<file path="src/deq_pkg.sv">
`timescale 1ns / 1ps

package deq_pkg;

  localparam int unsigned DataW = 32;
  localparam int unsigned OccW  = 5;

  // Operation codes of one request
  typedef enum logic [1:0] {
    OP_PUSH_REAR  = 2'd0,
    OP_PUSH_FRONT = 2'd1,
    OP_POP_FRONT  = 2'd2,
    OP_POP_REAR   = 2'd3
  } deq_op_e;

  // Completion status of one request
  typedef enum logic [1:0] {
    ST_OK        = 2'd0,
    ST_REAR_FULL = 2'd1,
    ST_NO_FRONT  = 2'd2,
    ST_EMPTY     = 2'd3
  } deq_status_e;

  // Storage action the back end carries out
  typedef enum logic [1:0] {
    CMD_NONE  = 2'd0,
    CMD_WRITE = 2'd1,
    CMD_READ  = 2'd2
  } deq_cmd_e;

  typedef struct packed {
    deq_op_e                  op;
    logic signed [DataW-1:0]  value;
  } deq_req_t;

  typedef struct packed {
    deq_status_e              status;
    logic signed [DataW-1:0]  popped;
    logic [OccW-1:0]          occupancy;
  } deq_res_t;

  // Classified request handed from front end to back end
  typedef struct packed {
    deq_cmd_e          kind;
    deq_status_e       status;
    logic [OccW-1:0]   occupancy;
    logic [DataW-1:0]  data;
  } deq_cmd_t;

endpackage

</file>
<file path="src/deq_fifo.sv">
`timescale 1ns / 1ps

module deq_fifo #(
  parameter int unsigned Width = 8,
  parameter int unsigned Depth = 2
) (
  input  logic                       clk_i,
  input  logic                       rst_ni,
  input  logic                       push_i,
  input  logic [Width-1:0]           data_i,
  output logic                       full_o,
  input  logic                       pop_i,
  output logic [Width-1:0]           data_o,
  output logic                       empty_o,
  output logic [$clog2(Depth+1)-1:0] count_o
);

  localparam int unsigned PtrW = $clog2(Depth);
  localparam int unsigned CntW = $clog2(Depth + 1);

  logic [Width-1:0] slots_q [Depth];
  logic [PtrW-1:0]  wr_ptr_q, wr_ptr_d;
  logic [PtrW-1:0]  rd_ptr_q, rd_ptr_d;
  logic [CntW-1:0]  count_q, count_d;
  logic             do_push, do_pop;

  assign full_o  = (count_q == CntW'(Depth));
  assign empty_o = (count_q == '0);
  assign count_o = count_q;
  assign data_o  = slots_q[rd_ptr_q];

  assign do_push = push_i && !full_o;
  assign do_pop  = pop_i && !empty_o;

  // Advance pointers with wrap at the last slot
  always_comb begin
    wr_ptr_d = wr_ptr_q;
    rd_ptr_d = rd_ptr_q;
    count_d  = count_q;
    if (do_push) begin
      wr_ptr_d = (wr_ptr_q == PtrW'(Depth - 1)) ? '0 : wr_ptr_q + PtrW'(1);
    end
    if (do_pop) begin
      rd_ptr_d = (rd_ptr_q == PtrW'(Depth - 1)) ? '0 : rd_ptr_q + PtrW'(1);
    end
    if (do_push && !do_pop) begin
      count_d = count_q + CntW'(1);
    end else if (do_pop && !do_push) begin
      count_d = count_q - CntW'(1);
    end
  end

  always_ff @(posedge clk_i or negedge rst_ni) begin
    if (!rst_ni) begin
      wr_ptr_q <= '0;
      rd_ptr_q <= '0;
      count_q  <= '0;
    end else begin
      wr_ptr_q <= wr_ptr_d;
      rd_ptr_q <= rd_ptr_d;
      count_q  <= count_d;
    end
  end

  // Hold entry payload
  always_ff @(posedge clk_i) begin
    if (do_push) begin
      slots_q[wr_ptr_q] <= data_i;
    end
  end

endmodule

</file>
<file path="src/deq_front.sv">
`timescale 1ns / 1ps

module deq_front #(
  parameter int unsigned Depth = 16
) (
  input  logic                      clk_i,
  input  logic                      rst_ni,
  input  logic                      accept_i,
  input  deq_pkg::deq_req_t         req_i,
  output deq_pkg::deq_cmd_t         cmd_o,
  output logic [$clog2(Depth)-1:0]  addr_o
);

  import deq_pkg::*;

  localparam int unsigned PosW  = $clog2(Depth + 1);
  localparam int unsigned AddrW = $clog2(Depth);

  logic [PosW-1:0] front_q, front_d;
  logic [PosW-1:0] rear_q, rear_d;
  logic [PosW-1:0] held;

  // Classify the request against the current indices
  always_comb begin
    front_d      = front_q;
    rear_d       = rear_q;
    cmd_o.kind   = CMD_NONE;
    cmd_o.status = ST_OK;
    cmd_o.data   = req_i.value;
    addr_o       = '0;
    unique case (req_i.op)
      OP_PUSH_REAR: begin
        if (rear_q == PosW'(Depth)) begin
          cmd_o.status = ST_REAR_FULL;
        end else begin
          cmd_o.kind = CMD_WRITE;
          addr_o     = AddrW'(rear_q);
          rear_d     = rear_q + PosW'(1);
          if (front_q == '0) begin
            front_d = PosW'(1);
          end
        end
      end
      OP_PUSH_FRONT: begin
        if (front_q <= PosW'(1)) begin
          cmd_o.status = ST_NO_FRONT;
        end else begin
          cmd_o.kind = CMD_WRITE;
          addr_o     = AddrW'(front_q - PosW'(2));
          front_d    = front_q - PosW'(1);
        end
      end
      OP_POP_FRONT: begin
        if (front_q == '0) begin
          cmd_o.status = ST_EMPTY;
        end else begin
          cmd_o.kind = CMD_READ;
          addr_o     = AddrW'(front_q - PosW'(1));
          if (front_q == rear_q) begin
            front_d = '0;
            rear_d  = '0;
          end else begin
            front_d = front_q + PosW'(1);
          end
        end
      end
      OP_POP_REAR: begin
        if (front_q == '0) begin
          cmd_o.status = ST_EMPTY;
        end else begin
          cmd_o.kind = CMD_READ;
          addr_o     = AddrW'(rear_q - PosW'(1));
          if (front_q == rear_q) begin
            front_d = '0;
            rear_d  = '0;
          end else begin
            rear_d = rear_q - PosW'(1);
          end
        end
      end
      default: begin
        cmd_o.kind = CMD_NONE;
      end
    endcase

    // Count what is held after the request
    held            = (front_d == '0) ? '0 : rear_d - front_d + PosW'(1);
    cmd_o.occupancy = OccW'(held);
  end

  // Advance indices on each accepted request
  always_ff @(posedge clk_i or negedge rst_ni) begin
    if (!rst_ni) begin
      front_q <= '0;
      rear_q  <= '0;
    end else if (accept_i) begin
      front_q <= front_d;
      rear_q  <= rear_d;
    end
  end

endmodule

</file>
<file path="src/deq_back.sv">
`timescale 1ns / 1ps

module deq_back #(
  parameter int unsigned Depth    = 16,
  parameter int unsigned ResDepth = 4
) (
  input  logic                         clk_i,
  input  logic                         rst_ni,
  input  logic                         cmd_valid_i,
  input  deq_pkg::deq_cmd_t            cmd_i,
  input  logic [$clog2(Depth)-1:0]     addr_i,
  output logic                         cmd_pop_o,
  input  logic [$clog2(ResDepth+1)-1:0] res_count_i,
  output logic                         res_push_o,
  output deq_pkg::deq_res_t            res_o
);

  import deq_pkg::*;

  localparam int unsigned CntW = $clog2(ResDepth + 1);

  logic [DataW-1:0] mem_q [Depth];
  logic [DataW-1:0] rdata_q;
  logic             s1_valid_q;
  logic             s1_read_q;
  deq_status_e      s1_status_q;
  logic [OccW-1:0]  s1_occ_q;
  logic [CntW:0]    slots_used;
  logic             issue, do_write, do_read;

  // Issue only when the result queue has a slot for the request in flight
  assign slots_used = {1'b0, res_count_i} + {{CntW{1'b0}}, s1_valid_q};
  assign issue      = cmd_valid_i && (slots_used < (CntW + 1)'(ResDepth));
  assign cmd_pop_o  = issue;

  // Decode the storage action
  always_comb begin
    do_write = 1'b0;
    do_read  = 1'b0;
    unique case (cmd_i.kind)
      CMD_WRITE: do_write = issue;
      CMD_READ:  do_read  = issue;
      default: begin
        do_write = 1'b0;
        do_read  = 1'b0;
      end
    endcase
  end

  // Storage port: one write or one registered read per cycle
  always_ff @(posedge clk_i) begin
    if (do_write) begin
      mem_q[addr_i] <= cmd_i.data;
    end
    if (do_read) begin
      rdata_q <= mem_q[addr_i];
    end
  end

  // Hold request info alongside the read
  always_ff @(posedge clk_i or negedge rst_ni) begin
    if (!rst_ni) begin
      s1_valid_q <= 1'b0;
    end else begin
      s1_valid_q <= issue;
    end
  end

  always_ff @(posedge clk_i) begin
    if (issue) begin
      s1_read_q   <= do_read;
      s1_status_q <= cmd_i.status;
      s1_occ_q    <= cmd_i.occupancy;
    end
  end

  // Form the result
  assign res_push_o      = s1_valid_q;
  assign res_o.status    = s1_status_q;
  assign res_o.popped    = s1_read_q ? rdata_q : '0;
  assign res_o.occupancy = s1_occ_q;

endmodule

</file>
<file path="src/double_ended_queue_top.sv">
`timescale 1ns / 1ps
// Channel   Direction  Handshake             Payload
// request   in         push / full           req_i  (op, value)
// result    out        pop / empty           res_o  (status, popped, occupancy)
//
// One result per request, via command queue, read register and result queue;
// one request per cycle if pop keeps up, set by the single-port storage array.
// Reset clears indices and queues; storage contents are not cleared.
// full rises when the two-entry command queue fills, which happens when the
// four-entry result queue backs up because pop stays low.

module double_ended_queue_top #(
  parameter int unsigned DEPTH = 16
) (
  input  logic              clk_i,
  input  logic              rst_ni,
  input  logic              push,
  output logic              full,
  input  deq_pkg::deq_req_t req_i,
  output logic              empty,
  input  logic              pop,
  output deq_pkg::deq_res_t res_o
);

  import deq_pkg::*;

  localparam int unsigned AddrW    = $clog2(DEPTH);
  localparam int unsigned CmdDepth = 2;
  localparam int unsigned ResDepth = 4;
  localparam int unsigned CmdW     = $bits(deq_cmd_t) + AddrW;
  localparam int unsigned ResW     = $bits(deq_res_t);

  deq_cmd_t                       fe_cmd, be_cmd;
  logic [AddrW-1:0]               fe_addr, be_addr;
  logic                           accept;
  logic                           cmd_empty, cmd_pop;
  logic [$clog2(CmdDepth+1)-1:0]  cmd_count;
  logic [CmdW-1:0]                cmd_head;
  logic                           res_push;
  deq_res_t                       be_res;
  logic [ResW-1:0]                res_head;
  logic [$clog2(ResDepth+1)-1:0]  res_count;

  assign accept = push && !full;

  deq_front #(
    .Depth (DEPTH)
  ) u_front (
    .clk_i    (clk_i),
    .rst_ni   (rst_ni),
    .accept_i (accept),
    .req_i    (req_i),
    .cmd_o    (fe_cmd),
    .addr_o   (fe_addr)
  );

  deq_fifo #(
    .Width (CmdW),
    .Depth (CmdDepth)
  ) u_cmd_fifo (
    .clk_i   (clk_i),
    .rst_ni  (rst_ni),
    .push_i  (push),
    .data_i  ({fe_addr, fe_cmd}),
    .full_o  (full),
    .pop_i   (cmd_pop),
    .data_o  (cmd_head),
    .empty_o (cmd_empty),
    .count_o (cmd_count)
  );

  assign be_addr = cmd_head[CmdW-1 -: AddrW];
  assign be_cmd  = cmd_head[$bits(deq_cmd_t)-1:0];

  deq_back #(
    .Depth    (DEPTH),
    .ResDepth (ResDepth)
  ) u_back (
    .clk_i       (clk_i),
    .rst_ni      (rst_ni),
    .cmd_valid_i (!cmd_empty && (cmd_count != '0)),
    .cmd_i       (be_cmd),
    .addr_i      (be_addr),
    .cmd_pop_o   (cmd_pop),
    .res_count_i (res_count),
    .res_push_o  (res_push),
    .res_o       (be_res)
  );

  deq_fifo #(
    .Width (ResW),
    .Depth (ResDepth)
  ) u_res_fifo (
    .clk_i   (clk_i),
    .rst_ni  (rst_ni),
    .push_i  (res_push),
    .data_i  (be_res),
    .full_o  (),
    .pop_i   (pop),
    .data_o  (res_head),
    .empty_o (empty),
    .count_o (res_count)
  );

  assign res_o = res_head;

endmodule

</file>
<file path="config.mk">
export PLATFORM = sky130hd
export DESIGN_NAME = double_ended_queue_top
export DESIGN_NICKNAME = d
export VERILOG_FILES = /design/src/deq_pkg.sv /design/src/deq_fifo.sv /design/src/deq_front.sv /design/src/deq_back.sv /design/src/double_ended_queue_top.sv
export SDC_FILE = /design/constraint.sdc
export NUM_CORES = 1
export LEC_CHECK = 0
export ABC_AREA = 1
export BUFFER_PORTS_ARGS = -buffer_cell sky130_fd_sc_hd__buf_2
export CAP_MARGIN = 20
export CELL_PAD_IN_SITES_DETAIL_PLACEMENT = 1
export CELL_PAD_IN_SITES_GLOBAL_PLACEMENT = 2
export CORE_MARGIN = 5
export CORE_UTILIZATION = 25
export DETAILED_ROUTE_END_ITERATION = 8
export HOLD_SLACK_MARGIN = 0.02
export PLACE_DENSITY = 0.48
export SYNTH_ARGS = -nofsm -noshare
export SYNTH_HDL_FRONTEND = slang
export SYNTH_SLANG_ARGS = --single-unit
</file>
<file path="constraint.sdc">
create_clock -name clk_i -period 4 [get_ports clk_i]
set_input_delay 0.6 -clock clk_i [delete_from_list [all_inputs] [get_ports clk_i]]
set_output_delay 0.6 -clock clk_i [all_outputs]
set_load 0.01 [all_outputs]
</file>
==> summary.md <==
| Metric | Value |
|---|---|
| Slew @ Worst Pin | 0.908 ns |
| Port bufs | 78 |
| Final hold viol count | 0 |
| Worst-skew pair later-pin latency | 0.67 ns |
| Antenna viol nets, final | 0 |
| First-pass GRT wire length | 140000 um |
| DR iter-0 viols | 1181 |
| Pleak | 0.0132 uW |
| Worst path max stage delay | 0.48 ns |
| CTS Buf Count | 97 |
| Register area share after synthesis | 0.769 |
| Post-CTS Setup Inserts | 0 |
| WP data arrival | 4.02 ns |
| Filler cell count | 13500 |
| DR DRC count | 0 |
| Fmax | 0.276 GHz |
| Vias in the first global route | 20200 |
| Buf+Inv Stages, Crit Path | 4 |
| Slew HR | 0.393 |
| Area occupied by multi-input gates | 0.00660 sq mm |
| Worst Hold Class | in2reg |
| Adder-cell share of the synthesized area | 0.0115 |
| CP required | 4.40 ns |
| Initial Util | 0.251 |
| Clk root buf | clkbuf_16 |
| Dpl cell area | 0.0347 sq mm |
| Final instance area | 0.0378 sq mm |
| Via count | 18800 |
| Cell row count | 131 |
| Unique masters post-synth | 43 |
| Synth Area in Simple Gates | 0.0938 |
| Share of cells above drive strength 1 | 0.144 |
| Via density per instance | 4.55 |
| Synth Area in Compound Gates | 0.0909 |
| Setup TNS | 0 ns |
| Post-DP HPWL | 57600 um |
| Final setup viols | 0 |
| Power density over cell area | 835 mW/mm^2 |
| Period utilisation layout | 0.905 |
| RSZ-0062 raised after global routing | no |
| Die width | 367 um |
| Total number of H-tree levels | 3 |
| I/O Pins | 79 |
| CTS max path bufs | 3 |
| # nets final | 2445 |
| Crit-path max FO | 13 |
| Synth area leaders | edfxtp_1 75%, a22oi_1 6.0%, nand2_1 6.0% |
| CP Class | reg2reg |
| Die Y | 367 um |
| Cell taking the most area after synthesis | edfxtp_1 |
| Mean Syn Cell Area | 14.3 sq um |
| Avg WL per Cell | 23.3 um |
| Pin count of the biggest net entering global routing | 81 |
| Worst-path clk slew | 0.06 ns |
| Gr ovfl total | 0 |
| GP Congestion | 0.787 |
| YS warnings | 0 |
| Sink Count | 820 |
| Placed cells | 3941 |
| Combinational family with the most area after synthesis | simple AND/OR/NAND/NOR gates |
| Setup crit start kind | flop |
| CP cell instances | inv_1 -> ha_1 -> inv_1 -> nor2_1 -> nand2_4 -> inv_1 -> nor2_2 -> nor2_1 -> a21oi_1 -> o21ai_1 -> ha_1 -> ha_1 -> nand2_1 -> nand2_1 -> a31oi_1 -> inv_1 -> nand3_1 -> nand3_1 -> nand2_1 -> nor2_1 |
| Antenna violations before repair | 1 |
| Core region area | 0.127 sq mm |
| Max Cap Viol | 0 |
| Total Die Area | 0.135 sq mm |
| Max-slew violation count | 0 |
| Reg area | 0.0245 sq mm |
| Most Frequent Cell on Critical Path | inv_1 |
| TritonCTS clock tree | yes |
| Final wirelength | 95900 um |
| Peak supply drop | 0.484 mV |
| Critical-path top delay cell | dfrtp_1 |
| Max Clock Skew | 0.0325 ns |
| Layout area overhead | 18.6% |
| Top cell type's share of synthesized area | 0.752 |
| Seq cells post-synth | 820 |
| Syn nets | 2302 |
| Xor and xnor area share after synthesis | 0.00357 |
| Run status | finished clean |
| Post-Syn Area | 0.0319 sq mm |
| Mapped Cells | 2236 |
| Worst setup EP type | flop |
| Final Util | 0.297 |
| GRT Total Usage | 0.140 |
| Non-Filler Instances | 4121 |
| Min cycle time layout | 3.62 ns |
| Mux share of post-synthesis cell area | 0.000314 |
| CP top delay family | simple AND/OR/NAND/NOR gates |
| DR pass1 iterations | 5 |
==> kinds of logic (layout without fill, tap and decap cells) <==
group / count (synthesis) / after routing
compound gates: 431 / 431
other cells: 0 / 1
mux: 1 / 1
buf+inv: 213 / 435
xor+xnor: 13 / 13
fa+ha+maj: 28 / 28
flops: 820 / 820
simple gates: 730 / 730
==> cell usage in the layout, fill, tap and decap left out, drive strengths merged, types with 2 or more instances in the layout <==
| master | netlist | routed |
|---|---|---|
| edfxtp | 798 | 798 |
| nand2 | 516 | 516 |
| a22oi | 256 | 256 |
| buf | 64 | 154 |
| nor2 | 144 | 144 |
| clkbuf | 47 | 117 |
| o21ai | 108 | 108 |
| inv | 100 | 108 |
| clkinv | 2 | 46 |
| o22ai | 41 | 41 |
| nand4 | 37 | 37 |
| ha | 26 | 26 |
| nand3 | 23 | 23 |
| dfrtp | 22 | 22 |
| a21oi | 14 | 14 |
| xor2 | 8 | 8 |
| bufinv | 0 | 7 |
| nor3 | 6 | 6 |
| xnor2 | 5 | 5 |
| o2111ai | 4 | 4 |
| a21boi | 4 | 4 |
| or2 | 4 | 4 |
| a31oi | 3 | 3 |
| clkinvlp | 0 | 2 |
| fa | 2 | 2 |
==> report_power, final <==
group	leakage, uW	switching (uW)	internal, uW
Combinational	0.00414	7800	2860
Sequential	0.00755	485	11900
Clock	0.00150	3540	4990
==> metrics by stage <==
step | setup WS (ns) | hold WS (ns) | total power [uW]
6_report | 0.382 | 0.123 | 31600
4_1_cts | 0.261 | 0.0573 | 32300
3_3_place_gp | 0.301 | 0.478 | 23500
3_5_place_dp | 0.308 | 0.486 | 23600
2_1_floorplan | 0.603 | 0.304 | 18700
5_1_grt | 0.0258 | 0.0844 | 33500
==> Yosys cell counts, drive strengths merged <==
library cell and count:
ha 26, nor3 6, or2 4, xnor2 5
nand4 37, o22ai 41, fa 2, nand3 23
buf 64, inv 100, mux2i 1, o21ai 108
clkbuf 47, clkinv 2, nand2 516, a22oi 256
dfrtp 22, xor2 8, a31oi 3, a21oi 14
o2111ai 4, a21boi 4, o21a 1, edfxtp 798
nor2 144
==> per-layer routing <==
metal,vias up,wire [um],part of all wire,track usage
met3,130,2590,0.027,0.0181
met2,241,46600,0.49,0.237
met1,9802,44300,0.46,0.188
met4,0,2400,0.025,0.0389
met5,-,0,0,0
li1,8577,-,-,-
==> registers in the layout, indices dropped and copies added, names as in the netlist, 3 cells and up <==
register	cells
u_back.mem_q	512
u_res_fifo.slots_q	156
u_cmd_fifo.slots_q	90
u_back.rdata_q	32
u_back.s1_occ_q	5
u_front.front_q	5
u_front.rear_q	5
u_res_fifo.count_o	3
==> worst paths after layout <==
path	start	endpoint	slack [ns]	cells after the start
min reg2reg	u_back.s1_occ_q[2]$_DFFE_PP_	u_res_fifo.slots_q[0][2]$_DFFE_PP_	0.48	0
max	u_front.front_q[0]$_DFFE_PN0P_	u_cmd_fifo.slots_q[0][36]$_DFFE_PP_	0.38	20
min in group asynchronous	rst_ni	u_res_fifo.rd_ptr_q[1]$_DFFE_PN0P_	0.52	2
min	req_i[30]	u_cmd_fifo.slots_q[0][30]$_DFFE_PP_	0.12	1
max reg2reg	u_front.front_q[0]$_DFFE_PN0P_	u_cmd_fifo.slots_q[0][36]$_DFFE_PP_	0.38	20
max in group asynchronous	rst_ni	u_cmd_fifo.rd_ptr_q$_DFFE_PN0P_	2.97	2
==> repair_timing <==
item | CTS | global route
hold buffers | 1 | 0
gates resized for setup | 0 | 2
endpoints found under the hold margin | 22 | 0
endpoints found under the setup margin | 0 | 2
==> area by class of cell <==
type	instances	share of cell area
diodes	1	0.0000662
clock buffers	117	0.0673
clock inverters	61	0.0139
inverters	102	0.0104
multi-input cells	1203	0.174
flip-flops and latches	820	0.648
well taps	1662	0.0550
repair buffers	155	0.0306
==> worst register-to-register path, delay by kind of cell (launching register included) <==
kind / cells / cell delay (ns)
flops: 1 / 0.48
compound gates: 3 / 0.48
fa+ha+maj: 3 / 0.78
simple gates: 10 / 1.07
buf+inv: 4 / 0.52
Note: power is estimated with default switching activity, not from simulation.
